===== config.mk =====
export PLATFORM = sky130hd
export DESIGN_NAME = softmax_gradient_row_flat
export DESIGN_NICKNAME = d
export VERILOG_FILES = /design/src/sgr_pkg.sv /design/src/sgr_in_if.sv /design/src/sgr_out_if.sv /design/src/sgr_ram.sv /design/src/sgr_ctrl.sv /design/src/sgr_datapath.sv /design/src/softmax_gradient_row.sv /design/src/flat_wrapper.sv
export SDC_FILE = /design/constraint.sdc
export NUM_CORES = 2
export LEC_CHECK = 0
export BUFFER_PORTS_ARGS = -buffer_cell sky130_fd_sc_hd__buf_4
export CAP_MARGIN = 20
export CORE_ASPECT_RATIO = 1.5
export CORE_MARGIN = 10
export CORE_UTILIZATION = 30
export CTS_CLUSTER_DIAMETER = 80
export CTS_CLUSTER_SIZE = 8
export DETAILED_ROUTE_END_ITERATION = 8
export GPL_ROUTABILITY_DRIVEN = 0
export PLACE_DENSITY = 0.46
export SLEW_MARGIN = 40
export SYNTH_ARGS = -nofsm -noshare
export SYNTH_HDL_FRONTEND = slang
export SYNTH_SLANG_ARGS = --single-unit

===== constraint.sdc =====
create_clock -name clk -period 7.2 [get_ports clk]
set_clock_uncertainty 0.05 [all_clocks]
set_input_delay 1.44 -clock clk [delete_from_list [all_inputs] [get_ports clk]]
set_output_delay 1.44 -clock clk [all_outputs]
set_load 0.01 [all_outputs]

===== src/sgr_pkg.sv =====
`timescale 1ns / 1ps
// ----------------------------------------------------------------------------
// sgr_pkg: shared types and constants
// Row sizing, buffer addressing and the controller/datapath command and
// status bundles of the softmax gradient row block.
// ----------------------------------------------------------------------------
package sgr_pkg;

  // Longest row; a row that reaches this length is ended by force.
  localparam int MAX_ROW = 64;
  localparam int ADDR_W  = $clog2(MAX_ROW);
  localparam int CNT_W   = ADDR_W + 1;

  localparam int DATA_W  = 16;
  localparam int ACC_W   = 40;   // exact sum of up to MAX_ROW Q.27 products
  localparam int DIFF_W  = ACC_W + 1;
  localparam int PROD_W  = 33;   // signed 16 x unsigned 16
  localparam int LO_W    = 21;   // low slice of the difference
  localparam int HI_W    = DIFF_W - LO_W;
  localparam int PP_W    = 37;   // partial product width
  localparam int FULL_W  = 58;   // y * difference, Q.42
  localparam int FRAC_SH = 30;   // Q.42 down to Q.12
  localparam int Q_W     = FULL_W - FRAC_SH;

  typedef struct packed {
    logic load;   // transfer of an input element
    logic latch;  // close the row: capture dot and length, clear counters
    logic issue;  // issue one buffer read into the result pipeline
  } sgr_cmd_t;

  typedef struct packed {
    logic row_end;     // element at the input closes the row
    logic prod_busy;   // a product still waits to enter the accumulator
    logic s0_busy;     // a buffer read still needs the row's dot value
    logic adv;         // result pipeline may advance this cycle
    logic issue_last;  // next read is the row's final element
  } sgr_status_t;

endpackage


===== src/sgr_in_if.sv =====
`timescale 1ns / 1ps
// ----------------------------------------------------------------------------
// sgr_in_if: input element channel
// Valid/ready channel carrying one softmax output, one gradient and the
// row-end mark.
// ----------------------------------------------------------------------------
interface sgr_in_if;
  logic                       valid;
  logic                       ready;
  logic [sgr_pkg::DATA_W-1:0] prob_in;
  logic signed [sgr_pkg::DATA_W-1:0] grad_in;
  logic                       row_last;

  modport source (output valid, output prob_in, output grad_in, output row_last,
                  input ready);
  modport sink (input valid, input prob_in, input grad_in, input row_last,
                output ready);
endinterface


===== src/sgr_out_if.sv =====
`timescale 1ns / 1ps
// ----------------------------------------------------------------------------
// sgr_out_if: result channel
// Valid/ready channel carrying one gradient result with its row-end mark
// and saturation flag.
// ----------------------------------------------------------------------------
interface sgr_out_if;
  logic                              valid;
  logic                              ready;
  logic signed [sgr_pkg::DATA_W-1:0] grad_out;
  logic                              out_last;
  logic                              saturated;

  modport source (output valid, output grad_out, output out_last, output saturated,
                  input ready);
  modport sink (input valid, input grad_out, input out_last, input saturated,
                output ready);
endinterface


===== src/sgr_ram.sv =====
`timescale 1ns / 1ps
// ----------------------------------------------------------------------------
// sgr_ram: generic single-write, single-read RAM
// One write port, one read port with registered read data and read enable.
// ----------------------------------------------------------------------------
module sgr_ram #(
  parameter int WIDTH = 16,
  parameter int DEPTH = 64
) (
  input  logic                     clk,
  input  logic                     we,
  input  logic [$clog2(DEPTH)-1:0] waddr,
  input  logic [WIDTH-1:0]         wdata,
  input  logic                     re,
  input  logic [$clog2(DEPTH)-1:0] raddr,
  output logic [WIDTH-1:0]         rdata
);

  logic [WIDTH-1:0] mem [DEPTH];

  always_ff @(posedge clk) begin
    if (we) begin
      mem[waddr] <= wdata;
    end
    if (re) begin
      rdata <= mem[raddr];
    end
  end

endmodule


===== src/sgr_ctrl.sv =====
`timescale 1ns / 1ps
// ----------------------------------------------------------------------------
// sgr_ctrl: row sequencer
// Loads a row, waits for the dot product to settle, then issues one buffer
// read per cycle while the result pipeline can advance.
// ----------------------------------------------------------------------------
module sgr_ctrl (
  input  logic                 clk,
  input  logic                 rst,
  input  logic                 in_valid,
  output logic                 in_ready,
  input  sgr_pkg::sgr_status_t status,
  output sgr_pkg::sgr_cmd_t    cmd
);

  localparam logic [1:0] ST_LOAD  = 2'd0;
  localparam logic [1:0] ST_FLUSH = 2'd1;
  localparam logic [1:0] ST_EMIT  = 2'd2;

  logic [1:0] state;
  logic [1:0] state_next;

  always_comb begin
    state_next = state;
    cmd        = '0;
    in_ready   = 1'b0;
    case (state)
      ST_LOAD: begin
        in_ready = 1'b1;
        cmd.load = in_valid;
        if (in_valid && status.row_end) begin
          state_next = ST_FLUSH;
        end
      end
      ST_FLUSH: begin
        // hold until the last product is summed and the pipeline head is free
        if (!status.prod_busy && !status.s0_busy) begin
          cmd.latch  = 1'b1;
          state_next = ST_EMIT;
        end
      end
      ST_EMIT: begin
        if (status.adv) begin
          cmd.issue = 1'b1;
          if (status.issue_last) begin
            state_next = ST_LOAD;
          end
        end
      end
      default: begin
        state_next = ST_LOAD;
      end
    endcase
  end

  always_ff @(posedge clk) begin
    if (rst) begin
      state <= ST_LOAD;
    end else begin
      state <= state_next;
    end
  end

endmodule


===== src/sgr_datapath.sv =====
`timescale 1ns / 1ps
// ----------------------------------------------------------------------------
// sgr_datapath: row buffers, dot accumulator and result pipeline
// Stores each element, sums g*y, and turns buffered elements into rounded,
// saturated y*(g - dot) through a four-stage stallable pipeline.
// ----------------------------------------------------------------------------
module sgr_datapath (
  input  logic                              clk,
  input  logic                              rst,
  input  sgr_pkg::sgr_cmd_t                 cmd,
  output sgr_pkg::sgr_status_t              status,
  input  logic [sgr_pkg::DATA_W-1:0]        prob_in,
  input  logic signed [sgr_pkg::DATA_W-1:0] grad_in,
  input  logic                              row_last,
  output logic                              out_valid,
  input  logic                              out_ready,
  output logic signed [sgr_pkg::DATA_W-1:0] grad_out,
  output logic                              out_last,
  output logic                              saturated
);

  localparam int DW = sgr_pkg::DATA_W;
  localparam int AW = sgr_pkg::ADDR_W;
  localparam int CW = sgr_pkg::CNT_W;

  // counters and row state
  logic [CW-1:0] wr_cnt;
  logic [CW-1:0] row_len;
  logic [AW-1:0] rd_ptr;

  // accumulation
  logic signed [sgr_pkg::PROD_W-1:0] prod;
  logic                              prod_valid;
  logic signed [sgr_pkg::ACC_W-1:0]  acc;
  logic signed [sgr_pkg::ACC_W-1:0]  dot_row;

  // pipeline
  logic                               adv;
  logic [DW-1:0]                      y_rd;
  logic [DW-1:0]                      g_rd;
  logic                               v0, l0;
  logic                               v1, l1;
  logic [DW-1:0]                      y1;
  logic signed [sgr_pkg::DIFF_W-1:0]  diff1;
  logic                               v2, l2;
  logic signed [sgr_pkg::PP_W-1:0]    pp_hi;
  logic [sgr_pkg::PP_W-1:0]           pp_lo;

  logic signed [sgr_pkg::DIFF_W-1:0]  diff_c;
  logic signed [sgr_pkg::PP_W-1:0]    hi_c;
  logic [sgr_pkg::PP_W-1:0]           lo_c;
  logic signed [sgr_pkg::FULL_W-1:0]  full_c;
  logic signed [sgr_pkg::Q_W-1:0]     q_c;
  logic signed [sgr_pkg::PROD_W-1:0]  prod_c;

  assign adv = !out_valid || out_ready;

  assign status.row_end    = row_last || (wr_cnt == CW'(sgr_pkg::MAX_ROW - 1));
  assign status.prod_busy  = prod_valid;
  assign status.s0_busy    = v0;
  assign status.adv        = adv;
  assign status.issue_last = (CW'(rd_ptr) + CW'(1)) == row_len;

  sgr_ram #(.WIDTH(DW), .DEPTH(sgr_pkg::MAX_ROW)) u_prob_ram (
    .clk   (clk),
    .we    (cmd.load),
    .waddr (wr_cnt[AW-1:0]),
    .wdata (prob_in),
    .re    (adv),
    .raddr (rd_ptr),
    .rdata (y_rd)
  );

  sgr_ram #(.WIDTH(DW), .DEPTH(sgr_pkg::MAX_ROW)) u_grad_ram (
    .clk   (clk),
    .we    (cmd.load),
    .waddr (wr_cnt[AW-1:0]),
    .wdata (grad_in),
    .re    (adv),
    .raddr (rd_ptr),
    .rdata (g_rd)
  );

  // g*y, exact
  assign prod_c = $signed({{(sgr_pkg::PROD_W-DW){grad_in[DW-1]}}, grad_in})
                * $signed({{(sgr_pkg::PROD_W-DW){1'b0}}, prob_in});

  // g*2^15 - dot
  assign diff_c = $signed({{(sgr_pkg::DIFF_W-DW-15){g_rd[DW-1]}}, g_rd, 15'b0})
                - $signed({dot_row[sgr_pkg::ACC_W-1], dot_row});

  // y times the two slices of the difference
  assign hi_c = $signed({{(sgr_pkg::PP_W-sgr_pkg::HI_W){diff1[sgr_pkg::DIFF_W-1]}},
                         diff1[sgr_pkg::DIFF_W-1:sgr_pkg::LO_W]})
              * $signed({{(sgr_pkg::PP_W-DW){1'b0}}, y1});
  assign lo_c = {{(sgr_pkg::PP_W-sgr_pkg::LO_W){1'b0}}, diff1[sgr_pkg::LO_W-1:0]}
              * {{(sgr_pkg::PP_W-DW){1'b0}}, y1};

  // recombine, add the rounding half, drop the fraction
  assign full_c = $signed({pp_hi, {sgr_pkg::LO_W{1'b0}}})
                + $signed({{(sgr_pkg::FULL_W-sgr_pkg::PP_W){1'b0}}, pp_lo})
                + $signed(sgr_pkg::FULL_W'(1) <<< (sgr_pkg::FRAC_SH - 1));
  assign q_c = full_c[sgr_pkg::FULL_W-1:sgr_pkg::FRAC_SH];

  // load side
  always_ff @(posedge clk) begin
    if (rst) begin
      wr_cnt     <= '0;
      prod_valid <= 1'b0;
      acc        <= '0;
    end else begin
      prod_valid <= cmd.load;
      if (cmd.load) begin
        wr_cnt <= wr_cnt + CW'(1);
      end
      if (cmd.latch) begin
        wr_cnt <= '0;
        acc    <= '0;
      end else if (prod_valid) begin
        acc <= acc + $signed({{(sgr_pkg::ACC_W-sgr_pkg::PROD_W){prod[sgr_pkg::PROD_W-1]}}, prod});
      end
    end
  end

  always_ff @(posedge clk) begin
    if (cmd.load) begin
      prod <= prod_c;
    end
    if (cmd.latch) begin
      dot_row <= acc;
      row_len <= wr_cnt;
    end
  end

  // result pipeline control
  always_ff @(posedge clk) begin
    if (rst) begin
      rd_ptr    <= '0;
      v0        <= 1'b0;
      v1        <= 1'b0;
      v2        <= 1'b0;
      out_valid <= 1'b0;
    end else begin
      if (cmd.latch) begin
        rd_ptr <= '0;
      end else if (cmd.issue) begin
        rd_ptr <= rd_ptr + AW'(1);
      end
      if (adv) begin
        v0        <= cmd.issue;
        v1        <= v0;
        v2        <= v1;
        out_valid <= v2;
      end
    end
  end

  // result pipeline payload
  always_ff @(posedge clk) begin
    if (adv) begin
      l0    <= status.issue_last;
      l1    <= l0;
      y1    <= y_rd;
      diff1 <= diff_c;
      l2    <= l1;
      pp_hi <= hi_c;
      pp_lo <= lo_c;
      out_last <= l2;
      if (q_c > $signed(sgr_pkg::Q_W'(32767))) begin
        grad_out  <= 16'sh7FFF;
        saturated <= 1'b1;
      end else if (q_c < -$signed(sgr_pkg::Q_W'(32768))) begin
        grad_out  <= 16'sh8000;
        saturated <= 1'b1;
      end else begin
        grad_out  <= q_c[DW-1:0];
        saturated <= 1'b0;
      end
    end
  end

endmodule


===== src/softmax_gradient_row.sv =====
`timescale 1ns / 1ps
// ----------------------------------------------------------------------------
// softmax_gradient_row: streamed softmax backward pass over one row
// Buffers a row of (y, g) pairs, sums g*y, then emits y*(g - dot) per
// element in input order, rounded to Q4.12 and saturated.
// ----------------------------------------------------------------------------
// Usage:
//   item   : input channel. Each transfer carries prob_in (y, unsigned Q1.15),
//            grad_in (g, signed Q4.12) and row_last. The row closes on
//            row_last or on its 64th element.
//   result : output channel. One transfer per buffered element, in input
//            order; out_last marks the row's final result, saturated marks a
//            clipped value.
// Timing:
//   The row loads one element per cycle. The closing element's product is
//   registered and summed into the accumulator before the dot product is
//   latched. Each result passes the buffer read, difference, partial-product
//   and output registers; results follow one per cycle while the receiver
//   is ready. No new row is taken while the current row's reads are issued:
//   no result can start before the row's dot product is complete, and the
//   sequencer alternates the load and emit phases. The next row is accepted
//   from the cycle after the last buffer read of the current row is issued.
// Reset (rst, synchronous) empties the pipeline and clears the accumulator
// and counters; buffer contents are left as they are.
// When the receiver stalls, the whole result pipeline and buffer read hold.
// ----------------------------------------------------------------------------
module softmax_gradient_row (
  input  logic       clk,
  input  logic       rst,
  sgr_in_if.sink     item,
  sgr_out_if.source  result
);

  sgr_pkg::sgr_cmd_t    cmd;
  sgr_pkg::sgr_status_t status;

  // sequencer: owns the input handshake and the row phases
  sgr_ctrl u_ctrl (
    .clk      (clk),
    .rst      (rst),
    .in_valid (item.valid),
    .in_ready (item.ready),
    .status   (status),
    .cmd      (cmd)
  );

  // buffers, accumulator and the result pipeline with its output register
  sgr_datapath u_datapath (
    .clk       (clk),
    .rst       (rst),
    .cmd       (cmd),
    .status    (status),
    .prob_in   (item.prob_in),
    .grad_in   (item.grad_in),
    .row_last  (item.row_last),
    .out_valid (result.valid),
    .out_ready (result.ready),
    .grad_out  (result.grad_out),
    .out_last  (result.out_last),
    .saturated (result.saturated)
  );

endmodule

===== src/flat_wrapper.sv =====
// flat-port wrapper written by rule: the top's interface ports become plain ports
module softmax_gradient_row_flat 
  (clk, rst, item_valid, item_prob_in, item_grad_in, item_row_last, item_ready, result_valid, result_grad_out, result_out_last, result_saturated, result_ready);
  sgr_in_if item_i ();
  sgr_out_if result_i ();
  input  logic clk;
  input  logic rst;
  input wire logic [$bits(item_i.valid)-1:0] item_valid;
  input wire logic [$bits(item_i.prob_in)-1:0] item_prob_in;
  input wire logic [$bits(item_i.grad_in)-1:0] item_grad_in;
  input wire logic [$bits(item_i.row_last)-1:0] item_row_last;
  output wire logic [$bits(item_i.ready)-1:0] item_ready;
  output wire logic [$bits(result_i.valid)-1:0] result_valid;
  output wire logic [$bits(result_i.grad_out)-1:0] result_grad_out;
  output wire logic [$bits(result_i.out_last)-1:0] result_out_last;
  output wire logic [$bits(result_i.saturated)-1:0] result_saturated;
  input wire logic [$bits(result_i.ready)-1:0] result_ready;
  assign item_i.valid = item_valid;
  assign item_i.prob_in = item_prob_in;
  assign item_i.grad_in = item_grad_in;
  assign item_i.row_last = item_row_last;
  assign item_ready = item_i.ready;
  assign result_valid = result_i.valid;
  assign result_grad_out = result_i.grad_out;
  assign result_out_last = result_i.out_last;
  assign result_saturated = result_i.saturated;
  assign result_i.ready = result_ready;
  softmax_gradient_row u_core (.clk(clk), .rst(rst), .item(item_i), .result(result_i));
endmodule

==> qor.txt <==
Post-DRT Antenna Nets: 0
Seq cells post-synth: 2351
Htree depth: 5
Initial antenna violation count: 20
Kind of end point of the critical path: register
Number of synthesized flops with an enable pin: 2291
# hold bufs at CTS: 0
Multi-input logic area: 0.04851 mm^2
Vias/cell: 4.845
Crit Path Class: in -> reg
Share of cells above drive strength 1: 19.97%
CTS clk-pin slew, worst paths: 50 ps
Synth Flop Type: edfxtp_1
Die ar.: 0.4366 mm^2
Vias: 66450
Total core area: 0.4094 mm^2
Pin count of the biggest net entering global routing: 87
Initial drt markers: 4598
Die X: 542.9 um
Worst hold path type: reg -> reg
Count of pins over their slew limit: 0
WL per Instance: 26.40 um
Sink Count: 2351
Worst Path Max Fanout: 36
Final Cycle Share: 95.38%
Port bufs: 56
I/O Pins: 57
CTS tree: yes
Total CTS buffers: 340
Die extent in y: 804.3 um
Sequential area share after synthesis: 56.90%
Number of global-route vias before repair: 74450
Post-synth ARST share: 0%
Commonest non-fill, non-tap cell in the layout: edfxtp_1
Slew margin rel.: 43.92%
Synthesized area per cell: 15.87 um^2
Synth warn: 0
Clock latency on the worst-skew pair: 890 ps
Global-route wire length before repair: 526200 um
Most frequent cells in the layout: edfxtp_1, inv_1, fa_1, nand2_1, mux4_2
Max Clk Rate: 145.6 MHz
Layout area overhead: 16.31%
FP Rows: 288
Fin crit period: 6867 ps
Register area: 0.07002 mm^2
Drt total wl: 362000 um
CP required: 7740 ps
Maxcap violations: 0
Crit path arrival time: 7410 ps
Post-Syn Instances: 7752
Nets: 9489
Outcome: finished, final reports clean
Root Driver: clkbuf_16
Post-synthesis cell type count: 87
Final core utilization: 34.96%
Post-synth net total: 8986
Startpoint types: primary input
Dpl hpwl: 245900 um
Worst-Margin Slew: 839.2 ps
DRC: 0
Mapped Area: 0.1230 mm^2
Detailed Routing Iterations Pass 1: 5
GRT Util Overall: 16.38%
Final Hold Viols: 0
Filler cells: 38880
Initial Util: 30.05%
Hold WS: 365.3 ps
Max Buffers Root-to-Sink: 4
Grt total ovfl: 0
Final Setup Violations: 0
[timing repair]
action                                 in CTS  in global routing
gates resized for setup                     2                 26
buffers inserted                            1                  7
setup endpoints to repair                   2                  9
pin swaps                                   0                  5
endpoints found under the hold margin       0                  0
cloned                                      0                  2
[critical path, cell delays in order]
cell	delay, ps
buf_4	240
buf_4	190
buf_4	330
nand2_1	140
fa_1	500
inv_1	50
fa_1	480
inv_1	60
fa_1	530
inv_1	70
fa_1	560
fa_1	430
fa_1	450
ha_1	300
a211o_1	280
nand2b_1	140
o21ai_1	150
buf_4	160
o211ai_1	160
a311oi_1	350
inv_1	90
a21oi_1	180
xnor2_1	90
[sequential cells by signal, summed over array words and instances (netlist names), 16 cells and up]
register,count
u_core.u_datapath.acc,40
u_core.u_datapath.diff1,41
u_core.u_datapath.dot_row,40
u_core.u_datapath.grad_out,16
u_core.u_datapath.pp_hi,37
u_core.u_datapath.pp_lo,16
u_core.u_datapath.prod,33
u_core.u_datapath.u_grad_ram.mem,1024
u_core.u_datapath.u_grad_ram.rdata,16
u_core.u_datapath.u_prob_ram.mem,1024
u_core.u_datapath.u_prob_ram.rdata,16
u_core.u_datapath.y1,16
[layout make-up]
cell class              instances  area share, %
repair buffers                485          3.251
clock inverters                28         0.2982
clock buffers                 388          6.116
multi-input cells            4023          33.90
well taps                    5365          4.691
diodes                         20        0.03498
inverters                    1054          2.770
flip-flops and latches       2351          48.93
[metal layers]
| layer | wire [um] | vias up | global-route usage [%] |
|---|---|---|---|
| li1 | - | 28750 | - |
| met1 | 139000 | 35810 | 19.12 |
| met2 | 198400 | 1376 | 31.18 |
| met3 | 12300 | 513 | 1.754 |
| met4 | 12350 | 2 | 5.176 |
| met5 | 19 | - | 0 |
[path summary, 6_finish.rpt]
path,slack [ps],start,depth (start not counted),end
max,330,item_grad_in[6],23,u_core.u_datapath.prod[29]$_DFFE_PP_
min,370,u_core.u_datapath.u_prob_ram.rdata[10]$_DFFE_PN_,0,u_core.u_datapath.y1[10]$_DFFE_PN_
max reg2reg,340,u_core.u_datapath.y1[4]$_DFFE_PN_,24,u_core.u_datapath.pp_lo[36]$_DFFE_PN_
min reg2reg,370,u_core.u_datapath.u_prob_ram.rdata[10]$_DFFE_PN_,0,u_core.u_datapath.y1[10]$_DFFE_PN_
[through the flow]
step	setup WS, ps	TNS [ps]	cells	cell area [um^2]
floorplan	0.2292	0	7752	123100
global placement	-641.2	-5157	13240	132900
detailed placement	-626.0	-5045	13270	133500
CTS	12.42	0	13680	142700
global route	-9.429	-9.429	13710	143100
finish	333.0	0	13710	143100
[kinds of logic after synthesis]
family	Yosys count	share of synthesized area [%]
buf+inv	1378	4.240
mux	719	12.56
fa+ha+maj	1197	16.93
flops	2351	56.90
xor+xnor	173	1.232
simple gates	1456	5.600
compound gates	478	2.550
[synthesized netlist by cell type (6+ instances only)]
library cell  number  area share (%)
a211oi_1          10           0.061
a21o_1            72            0.44
a21oi_1          142            0.58
a31oi_1            9           0.046
and2_1           355             1.8
and3_1            17           0.086
buf_1             58            0.18
buf_2             14           0.057
clkbuf_1         249            0.76
dfxtp_1           60            0.98
edfxtp_1        2291              56
fa_1             779              13
ha_1             418             4.3
inv_1           1054             3.2
mux2_2            15            0.14
mux2i_1           46            0.37
mux4_2           658              12
nand2_1          671             2.0
nand2b_1          28            0.14
nand3_1           44            0.18
nand3b_1           7           0.043
nand4_1           19           0.097
nor2_1           208            0.63
nor2b_1           19           0.097
nor3_1            34            0.14
nor3b_1            6           0.037
o211ai_1          12           0.073
o21a_1            22            0.13
o21ai_0           68            0.28
o21ai_1           30            0.12
o21bai_1          17            0.10
o22ai_1            6           0.031
o31a_1             6           0.043
o31ai_1            9           0.055
or2_2              8           0.041
or3_1             11           0.056
xnor2_1          124            0.88
xor2_1            49            0.35
Power is left out: the tool's default activity adds up to more than one toggle a clock period on the data nets, which glitch-free logic cannot reach.
